===== config.mk =====
export PLATFORM = sky130hd
export DESIGN_NAME = insertion_sorter_unit_flat
export DESIGN_NICKNAME = d
export VERILOG_FILES = /design/src/ins_sort_pkg.sv /design/src/ins_sort_if.sv /design/src/ins_sort_cell.sv /design/src/insertion_sorter_unit.sv /design/src/flat_wrapper.sv
export SDC_FILE = /design/constraint.sdc
export NUM_CORES = 2
export LEC_CHECK = 0
export BUFFER_PORTS_ARGS = -buffer_cell sky130_fd_sc_hd__buf_4
export CORE_UTILIZATION = 45
export CTS_CLUSTER_SIZE = 40
export DETAILED_ROUTE_END_ITERATION = 10
export PLACE_DENSITY_LB_ADDON = 0.25
export SLEW_MARGIN = 20
export SYNTH_ARGS = -nofsm -noshare
export SYNTH_HDL_FRONTEND = slang
export SYNTH_HIERARCHICAL = 1
export SYNTH_SLANG_ARGS = --single-unit

===== constraint.sdc =====
create_clock -name clock -period 6.76 [get_ports clock]
set_input_delay 0 -clock clock [delete_from_list [all_inputs] [get_ports clock]]
set_output_delay 0 -clock clock [all_outputs]
set_load 0.01 [all_outputs]

===== src/ins_sort_pkg.sv =====
// Shared types for the insertion sorter.
// No dependencies; imported by the interfaces, the cell, the top level and the checker.
`timescale 1ns / 1ps

package ins_sort_pkg;

   typedef logic signed [31:0] element_type;

   // Per-cycle command broadcast to every cell.
   typedef struct packed {
      logic insert;
      logic shift;
   } cell_ctrl_type;

endpackage


===== src/ins_sort_if.sv =====
// Request and result channel interfaces of the insertion sorter.
// Depends on ins_sort_pkg for the element type.
`timescale 1ns / 1ps

interface ins_req_if import ins_sort_pkg::*; ();
   logic        valid;
   logic        ready;
   element_type value;
   logic        is_last;

   modport source (output valid, output value, output is_last, input ready);
   modport sink (input valid, input value, input is_last, output ready);
endinterface

interface ins_rsp_if import ins_sort_pkg::*; ();
   logic        valid;
   logic        ready;
   element_type sorted_value;
   logic        end_of_set;
   logic        overflow;

   modport source (output valid, output sorted_value, output end_of_set, output overflow,
                   input ready);
   modport sink (input valid, input sorted_value, input end_of_set, input overflow,
                 output ready);
endinterface


===== src/ins_sort_cell.sv =====
// One cell of the insertion chain: holds a single stored value.
// Depends on ins_sort_pkg for the element and control types.
`timescale 1ns / 1ps

module ins_sort_cell import ins_sort_pkg::*; (
   input  logic          clock,
   input  cell_ctrl_type ctrl,
   input  logic          occupied,
   input  element_type   new_value,
   input  element_type   prev_value,
   input  logic          prev_gt,
   input  element_type   next_value,
   output element_type   value,
   output logic          gt
);

   element_type value_ff;
   element_type value_in;

   // Empty cells count as greater so the new value lands at the fill point.
   assign gt = !occupied || (value_ff > new_value);

   always_comb begin
      value_in = value_ff;
      if (ctrl.insert) begin
         if (prev_gt) begin
            value_in = prev_value;
         end else if (gt) begin
            value_in = new_value;
         end
      end else if (ctrl.shift) begin
         value_in = next_value;
      end
   end

   always_ff @(posedge clock) begin
      value_ff <= value_in;
   end

   assign value = value_ff;

endmodule


===== src/insertion_sorter_unit.sv =====
// Insertion sorter: one request per cycle while a set is filling; the last request
// starts emission of the whole set, one result per cycle while results are taken,
// smallest first. The last request sets the emission state; each result is then
// shifted out of the chain through cell zero into the registered output.
// Requests are held off during emission. Synchronous active-high reset clears the
// fill count, drop flag, emission state and result valid; stored values are not reset.
`timescale 1ns / 1ps

module insertion_sorter_unit import ins_sort_pkg::*; #(
   parameter int DEPTH = 16
) (
   input logic         clock,
   input logic         reset,
   ins_req_if.sink     req_bus,
   ins_rsp_if.source   rsp_bus
);

   localparam int CNT_W = $clog2(DEPTH + 1);

   logic [CNT_W-1:0] fill_ff, fill_in;
   logic             dropped_ff, dropped_in;
   logic             emit_ff, emit_in;
   logic             rsp_valid_ff, rsp_valid_in;
   element_type      rsp_value_ff;
   logic             rsp_end_ff;
   logic             rsp_ovf_ff;

   logic             req_accept;
   logic             room;
   logic             load;
   cell_ctrl_type    ctrl;

   element_type      cell_value [DEPTH];
   logic             cell_gt    [DEPTH];
   logic             cell_occ   [DEPTH];

   // Accept requests only while filling; emission owns the chain.
   assign req_bus.ready = !emit_ff;
   assign req_accept    = req_bus.valid && req_bus.ready;
   assign room          = fill_ff < CNT_W'(DEPTH);

   // In emission, load a result when the output register is free or being drained.
   assign load = emit_ff && (!rsp_valid_ff || rsp_bus.ready);

   assign ctrl.insert = req_accept && room;
   assign ctrl.shift  = load;

   // Chain of cells, compared against the incoming value in parallel. On insert each
   // takes a greater left neighbor, else the new value if greater; right on shift-out.
   for (genvar i = 0; i < DEPTH; i++) begin : g_cell
      assign cell_occ[i] = fill_ff > CNT_W'(i);

      if (i == 0) begin : g_head
         ins_sort_cell u_cell (
            .clock      (clock),
            .ctrl       (ctrl),
            .occupied   (cell_occ[i]),
            .new_value  (req_bus.value),
            .prev_value (req_bus.value),
            .prev_gt    (1'b0),
            .next_value (cell_value[(i + 1) % DEPTH]),
            .value      (cell_value[i]),
            .gt         (cell_gt[i])
         );
      end else if (i == DEPTH - 1) begin : g_tail
         // Tail has no right neighbor; its value after shift-out is unused.
         ins_sort_cell u_cell (
            .clock      (clock),
            .ctrl       (ctrl),
            .occupied   (cell_occ[i]),
            .new_value  (req_bus.value),
            .prev_value (cell_value[i - 1]),
            .prev_gt    (cell_gt[i - 1]),
            .next_value (cell_value[i]),
            .value      (cell_value[i]),
            .gt         (cell_gt[i])
         );
      end else begin : g_mid
         ins_sort_cell u_cell (
            .clock      (clock),
            .ctrl       (ctrl),
            .occupied   (cell_occ[i]),
            .new_value  (req_bus.value),
            .prev_value (cell_value[i - 1]),
            .prev_gt    (cell_gt[i - 1]),
            .next_value (cell_value[i + 1]),
            .value      (cell_value[i]),
            .gt         (cell_gt[i])
         );
      end
   end

   always_comb begin
      fill_in    = fill_ff;
      dropped_in = dropped_ff;
      emit_in    = emit_ff;
      if (req_accept) begin
         // Store if there is room, otherwise drop and flag the set.
         if (room) begin
            fill_in = fill_ff + CNT_W'(1);
         end else begin
            dropped_in = 1'b1;
         end
         if (req_bus.is_last) begin
            emit_in = 1'b1;
         end
      end
      if (load) begin
         fill_in = fill_ff - CNT_W'(1);
         // Final value of the set: leave emission and clear the flag.
         if (fill_ff == CNT_W'(1)) begin
            emit_in    = 1'b0;
            dropped_in = 1'b0;
         end
      end
   end

   // Hold the result until taken; advance on load.
   always_comb begin
      rsp_valid_in = rsp_valid_ff;
      if (load) begin
         rsp_valid_in = 1'b1;
      end else if (rsp_bus.ready) begin
         rsp_valid_in = 1'b0;
      end
   end

   always_ff @(posedge clock) begin
      if (reset) begin
         fill_ff      <= '0;
         dropped_ff   <= 1'b0;
         emit_ff      <= 1'b0;
         rsp_valid_ff <= 1'b0;
      end else begin
         fill_ff      <= fill_in;
         dropped_ff   <= dropped_in;
         emit_ff      <= emit_in;
         rsp_valid_ff <= rsp_valid_in;
      end
   end

   always_ff @(posedge clock) begin
      if (load) begin
         rsp_value_ff <= cell_value[0];
         rsp_end_ff   <= (fill_ff == CNT_W'(1));
         rsp_ovf_ff   <= dropped_ff;
      end
   end

   assign rsp_bus.valid        = rsp_valid_ff;
   assign rsp_bus.sorted_value = rsp_value_ff;
   assign rsp_bus.end_of_set   = rsp_end_ff;
   assign rsp_bus.overflow     = rsp_ovf_ff;

endmodule


===== src/flat_wrapper.sv =====
// flat-port wrapper written by rule: the top's interface ports become plain ports
module insertion_sorter_unit_flat import ins_sort_pkg::*;
#(
   parameter int DEPTH = 16
)
  (clock, reset, req_bus_valid, req_bus_value, req_bus_is_last, req_bus_ready, rsp_bus_valid, rsp_bus_sorted_value, rsp_bus_end_of_set, rsp_bus_overflow, rsp_bus_ready);
  ins_req_if req_bus_i ();
  ins_rsp_if rsp_bus_i ();
  input logic clock;
  input logic reset;
  input wire logic [$bits(req_bus_i.valid)-1:0] req_bus_valid;
  input wire logic [$bits(req_bus_i.value)-1:0] req_bus_value;
  input wire logic [$bits(req_bus_i.is_last)-1:0] req_bus_is_last;
  output wire logic [$bits(req_bus_i.ready)-1:0] req_bus_ready;
  output wire logic [$bits(rsp_bus_i.valid)-1:0] rsp_bus_valid;
  output wire logic [$bits(rsp_bus_i.sorted_value)-1:0] rsp_bus_sorted_value;
  output wire logic [$bits(rsp_bus_i.end_of_set)-1:0] rsp_bus_end_of_set;
  output wire logic [$bits(rsp_bus_i.overflow)-1:0] rsp_bus_overflow;
  input wire logic [$bits(rsp_bus_i.ready)-1:0] rsp_bus_ready;
  assign req_bus_i.valid = req_bus_valid;
  assign req_bus_i.value = req_bus_value;
  assign req_bus_i.is_last = req_bus_is_last;
  assign req_bus_ready = req_bus_i.ready;
  assign rsp_bus_valid = rsp_bus_i.valid;
  assign rsp_bus_sorted_value = rsp_bus_i.sorted_value;
  assign rsp_bus_end_of_set = rsp_bus_i.end_of_set;
  assign rsp_bus_overflow = rsp_bus_i.overflow;
  assign rsp_bus_i.ready = rsp_bus_ready;
  insertion_sorter_unit #(.DEPTH(DEPTH)) u_core (.clock(clock), .reset(reset), .req_bus(req_bus_i), .rsp_bus(rsp_bus_i));
endmodule

# After elaboration in Yosys (flattened, before gate mapping)
# Index checks and enable logic that the tools add are counted.
[word_totals] latchBits=0 ramBits=0 output_inout_bits=36 inputBits=37 n_memories=0 regBits=554 romBits=0
[op_classes] reduce_logical=60 muxes=74 addsub=2 magnitude_cmp=33 div_mod_pow=0 n_mul=0 shift=0 bitwise=0 n_eq_ne=16
[op_table] op="two-way mux 32 bit" n=61
[op_table] op="> comparator 32 bit" n=16
[op_table] op="inequality test 3 bit, second input constant" n=14
[op_table] op="> comparator 5 x 4 -> 1 bit, second input constant" n=8
[op_table] op="AND reduction 2 bit" n=17
[op_table] op="> comparator 5 x 3 -> 1 bit, second input constant" n=4
[op_table] op="logical NOT 1 bit" n=18
[op_table] op="logical OR 1 bit" n=17
[op_table] op="two-way mux 5 bit" n=3
[op_table] op="> comparator 5 x 1 -> 1 bit, second input constant" n=2
[op_table] op="> comparator 5 x 2 -> 1 bit, second input constant" n=2
[op_table] op="two-way mux 1 bit" n=10
[op_table] op="nonzero test 2 bit" n=5
[op_table] op="adder 5 x 1 -> 5 bit, second input constant" n=1
[op_table] op="== test 5 x 1 -> 1 bit, second input constant" n=1
[op_table] op="< comparator 5 bit, second input constant" n=1
[op_table] op="subtractor 5 x 1 -> 5 bit, second input constant" n=1
[op_table] op="logical AND 1 bit" n=3
[op_table] op="inequality test 2 bit, second input constant" n=1

# Logic depth before layout (Yosys ltp)
[depth] depth_word=6 mapped_depth=13 ltp_nobuf=12

# By module
# The synthesis kept the hierarchy.
[modules_own_cells] mod="ins_sort_cell" instances=16 cells_each=269 area_each_um2=2514.9
[modules_own_cells] mod="insertion_sorter_unit" instances=1 cells_each=115 area_each_um2=1637.8

# Worst setup path before layout
# No wires, ideal clock.
[synth_path] kind="reg-to-reg" startpoint="register u_core.g_cell[2].g_mid.u_cell.value_ff[31]" endpoint="register u_core.g_cell[3].g_mid.u_cell.value_ff[0], enable pin" stages_incl_launch_ff=12 period_less_slack_ns=4.841 n_path_buf=1 setup_slack_ns=1.919 arrival_time_ns=4.380 required_time_ns=6.299 setup_time_ns=0.461 cell_sequence="edfxtp_1 ha_1 nand4_4 nor4_4 nor3b_2 a211oi_1 o21ai_0 clkbuf_1 nor2b_1 nand3_1 a2111oi_0 nor3_1"
[synth_lines] item="start, declared" line_no="ins_sort_cell.sv:17" source="element_type value_ff;"
[synth_lines] item="start signal, assigned" line_no="ins_sort_cell.sv:37" source="value_ff <= value_in;"
[synth_lines] item="end signal, assigned" line_no="ins_sort_cell.sv:37"
[synth_lines] item="end, declared" line_no="ins_sort_cell.sv:17"

==> flow_summary.json <==
{
  "run_status": "complete, no violations",
  "crit_path_end": "u_core/g_cell[4].g_mid.u_cell/value[17]",
  "route.final.wire_length_mm": 102,
  "reg2reg_depth": 12,
  "worstPathBufferInverterCount": 2,
  "total_nets_final": 4999,
  "critical_path.reg2reg.startpoint": "u_core/g_cell[3].g_mid.u_cell/value[27]",
  "ctsLongestPathBuffers": 3,
  "syn_inst": 4415,
  "final-max-slew-violation-count": 0,
  "max_freq_ghz": 0.224,
  "pre_cts_ws_ns": 2.31,
  "timing.critical_path.from": "u_core/g_cell[3].g_mid.u_cell/value[27]",
  "detail_route.first_pass.iterations": 6,
  "timing.critical_path.fanout_max": 33,
  "timing.final.crit_share": 0.662,
  "antenna_cells": 0,
  "ff2ff_setup_slack_ns": 2.29,
  "synthesis.area_per_instance_um2": 9.48,
  "final-instance-count-excl-fill": 5742,
  "synth_area_um2": 41900,
  "cts.hold.buffers_added": 26,
  "startpoint_type": "flop",
  "drc_errors": 0,
  "gr-total-overflow": 0,
  "die_w_um": 307,
  "cts_setup_buffers": 0,
  "slowest_delay_ns": 0.85,
  "antenna_violations_before_repair": 0,
  "clock_latency_ns": 0.63,
  "wire_length_of_the_first_global_routing_pass_mm": 164,
  "vdd_drop_max_mv": 0.210,
  "die-height_um": 307,
  "core.rowCount": 111,
  "globalplace.congestion": 0.863,
  "detail-route-antenna-nets": 0,
  "fin_tns_setup_ns": 0,
  "unrepaired_setup_endpoints_after_global_routing": "false",
  "post_route_cells_drive_above_1_share": 0.0642,
  "crit_top_cell": "sky130_fd_sc_hd__buf_4",
  "worstHoldPathType": "in2reg",
  "worst_path_dominant_cell_family": "simple AND/OR/NAND/NOR gates",
  "placement.io_buffers": 72,
  "boundaryPins": 73,
  "sw_ratio": 0.365,
  "finalSetupViolations": 0,
  "p_int_uw": 8810,
  "vias_per_cell": 5.47,
  "tritoncts": "yes",
  "net-switching-power_uw": 5080,
  "detailedPlacementHpwl_mm": 76.8,
  "synth_nets": 4968,
  "r2r_end": "u_core/g_cell[4].g_mid.u_cell/value[17]",
  "htree_num_levels": 3,
  "path_class": "reg2reg",
  "drt-wirelength-per-cell_um": 17.8,
  "share_clk_of_total_power": 0.256,
  "arrival_ns": 4.76,
  "clkTransAtPathRegs_ns": 0.06,
  "comb_power_share": 0.347,
  "final_skew_ns": 0.0258,
  "cts_inserted_buffers": 67,
  "yosys_warnings": 6,
  "resized_after_cts": 0,
  "overall_die_area_um2": 94200,
  "area.growth.synth_to_final_pct": 10.4,
  "coreArea_um2": 91900,
  "final.setup.worst_slack_ns": 2.29,
  "drt_iter0_drc": 2066,
  "via_count": 31400,
  "clock_sink_count": 554,
  "initial_utilization": 0.455,
  "timing.final.hold_violations": 0,
  "setup.worst_path.end_class": "flop",
  "maximum_number_of_pins_on_one_net_before_global_route_repair": 244,
  "crit_chain": "ha_1 -> nand4_1 -> nor4_4 -> nor3b_2 -> a211oi_1 -> o21ai_4 -> buf_4 -> nor2b_1 -> nand3_1 -> a2111oi_0 -> nor3_2 -> buf_4",
  "root_buffer": "sky130_fd_sc_hd__clkbuf_16",
  "grt_usage": 0.214,
  "worst-path-stages": 12,
  "timing.final.crit_period_ns": 4.47,
  "via_count_of_the_first_global_routing_pass": 30400,
  "max-cap-violations": 0,
  "seq_power_share": 0.397,
  "dpl.cell_count": 5594,
  "cellLeakagePower_uw": 0.0222,
  "p_per_area_nw_per_um2": 301,
  "worstPathRequired_ns": 7.05,
  "timing.critical_path.slowest_stage_cell": "sky130_fd_sc_hd__nor3_2",
  "timing.max_slew.rel_slack": 0.248,
  "worst-slew-pin-transition_ns": 1.13
}
power groups by stage:
stage	combinational, uW	sequential, uW	clock (uW)
3_5_place_dp	4780	5580	0
2_1_floorplan	3520	5390	0
4_1_cts	4810	5510	3650
6_report	4820	5520	3550
3_3_place_gp	4660	5550	0
5_1_grt	5410	5630	3760
worst reg2reg max path: cells and delay by family (launching register included):
kind	cells	cell delay (ns)
AOI/OAI and AO/OA	3	0.35
DFF	1	0.42
and+or+nand+nor	6	2.10
adders and majority gates	1	0.34
buffers and inverters	2	0.94
per-stage QoR:
stage                     hold slack [ns]   util  power (uW)  area (um2)
after floorplan                     0.207      -        8900       41900
after global placement              0.269  0.477       10200       43800
after detailed placement            0.269  0.477       10400       43800
after CTS                         0.00210  0.502       14000       46200
after global routing               0.0436  0.502       14800       46200
final                              0.0269  0.502       13900       46200
layer usage:
| metal | track usage | wire length (um) | part of all wire | up-vias |
|---|---|---|---|---|
| met4 | 0.0582 | 2630 | 0.026 | 0 |
| met3 | 0.0275 | 3710 | 0.036 | 137 |
| met5 | 0 | 0 | 0 | - |
| met1 | 0.297 | 49200 | 0.48 | 14700 |
| li1 | - | - | - | 16000 |
| met2 | 0.350 | 46400 | 0.45 | 552 |
cells in the final DEF, fill, tap and decap left out, types with 4 or more instances in the layout:
cell and count:
sky130_fd_sc_hd__a21oi_1 739, sky130_fd_sc_hd__inv_1 563, sky130_fd_sc_hd__nor2_1 553, sky130_fd_sc_hd__edfxtp_1 546
sky130_fd_sc_hd__ha_1 516, sky130_fd_sc_hd__mux2i_1 513, sky130_fd_sc_hd__nand2_1 157, sky130_fd_sc_hd__nand4_1 127
sky130_fd_sc_hd__buf_4 113, sky130_fd_sc_hd__o21ai_0 104, sky130_fd_sc_hd__nand3_1 96, sky130_fd_sc_hd__clkbuf_16 69
sky130_fd_sc_hd__nor3_1 34, sky130_fd_sc_hd__a211oi_1 34, sky130_fd_sc_hd__dlygate4sd3_1 26, sky130_fd_sc_hd__nor2b_1 18
sky130_fd_sc_hd__clkbuf_1 17, sky130_fd_sc_hd__clkinv_1 17, sky130_fd_sc_hd__nand2b_1 17, sky130_fd_sc_hd__and3_1 17
sky130_fd_sc_hd__a21boi_0 16, sky130_fd_sc_hd__a211o_1 16, sky130_fd_sc_hd__nand4_4 16, sky130_fd_sc_hd__nor4_4 16
sky130_fd_sc_hd__a221oi_1 16, sky130_fd_sc_hd__nor3b_2 16, sky130_fd_sc_hd__nor4_1 16, sky130_fd_sc_hd__a2111oi_0 16
sky130_fd_sc_hd__o22ai_1 16, sky130_fd_sc_hd__nor3_2 16, sky130_fd_sc_hd__o21ai_4 15, sky130_fd_sc_hd__dfxtp_1 8
sky130_fd_sc_hd__clkinv_2 6, sky130_fd_sc_hd__bufinv_16 4
registers in the layout, indices dropped and copies added (netlist names):
register	count
u_core/g_cell.g_head.u_cell/value	32
u_core/fill_ff	5
u_core/g_cell.g_mid.u_cell/value	448
u_core/emit_ff	1
u_core/rsp_bus.overflow	1
u_core/g_cell.g_tail.u_cell/value	32
u_core/rsp_bus.end_of_set	1
u_core/rsp_bus.valid	1
u_core/dropped_ff	1
u_core/rsp_bus.sorted_value	32
cell type report:
cell class	count	area, um2
Fill cell	8496	45700
Multi-Input combinational cell	3117	22700
Sequential cell	554	16600
Inverter	564	2120
Clock buffer	88	1820
Tap cell	1243	1560
Timing Repair Buffer	142	1170
Clock inverter	34	292
worst min path at each step:
stage | from | end | slack, ns | depth (start not counted)
detailed placement | reset | u_core/fill_ff[1] | 0.27 | 2
floorplan | req_bus_valid | u_core/emit_ff | 0.21 | 2
global route | req_bus_value[7] | u_core/g_cell[0].g_head.u_cell/value[7] | 0.04 | 3
finish | req_bus_value[27] | u_core/g_cell[0].g_head.u_cell/value[27] | 0.03 | 3
CTS | req_bus_value[29] | u_core/g_cell[15].g_tail.u_cell/value[29] | 0.002 | 3
global placement | reset | u_core/fill_ff[1] | 0.27 | 2
Power figures use the tool's default switching activity.
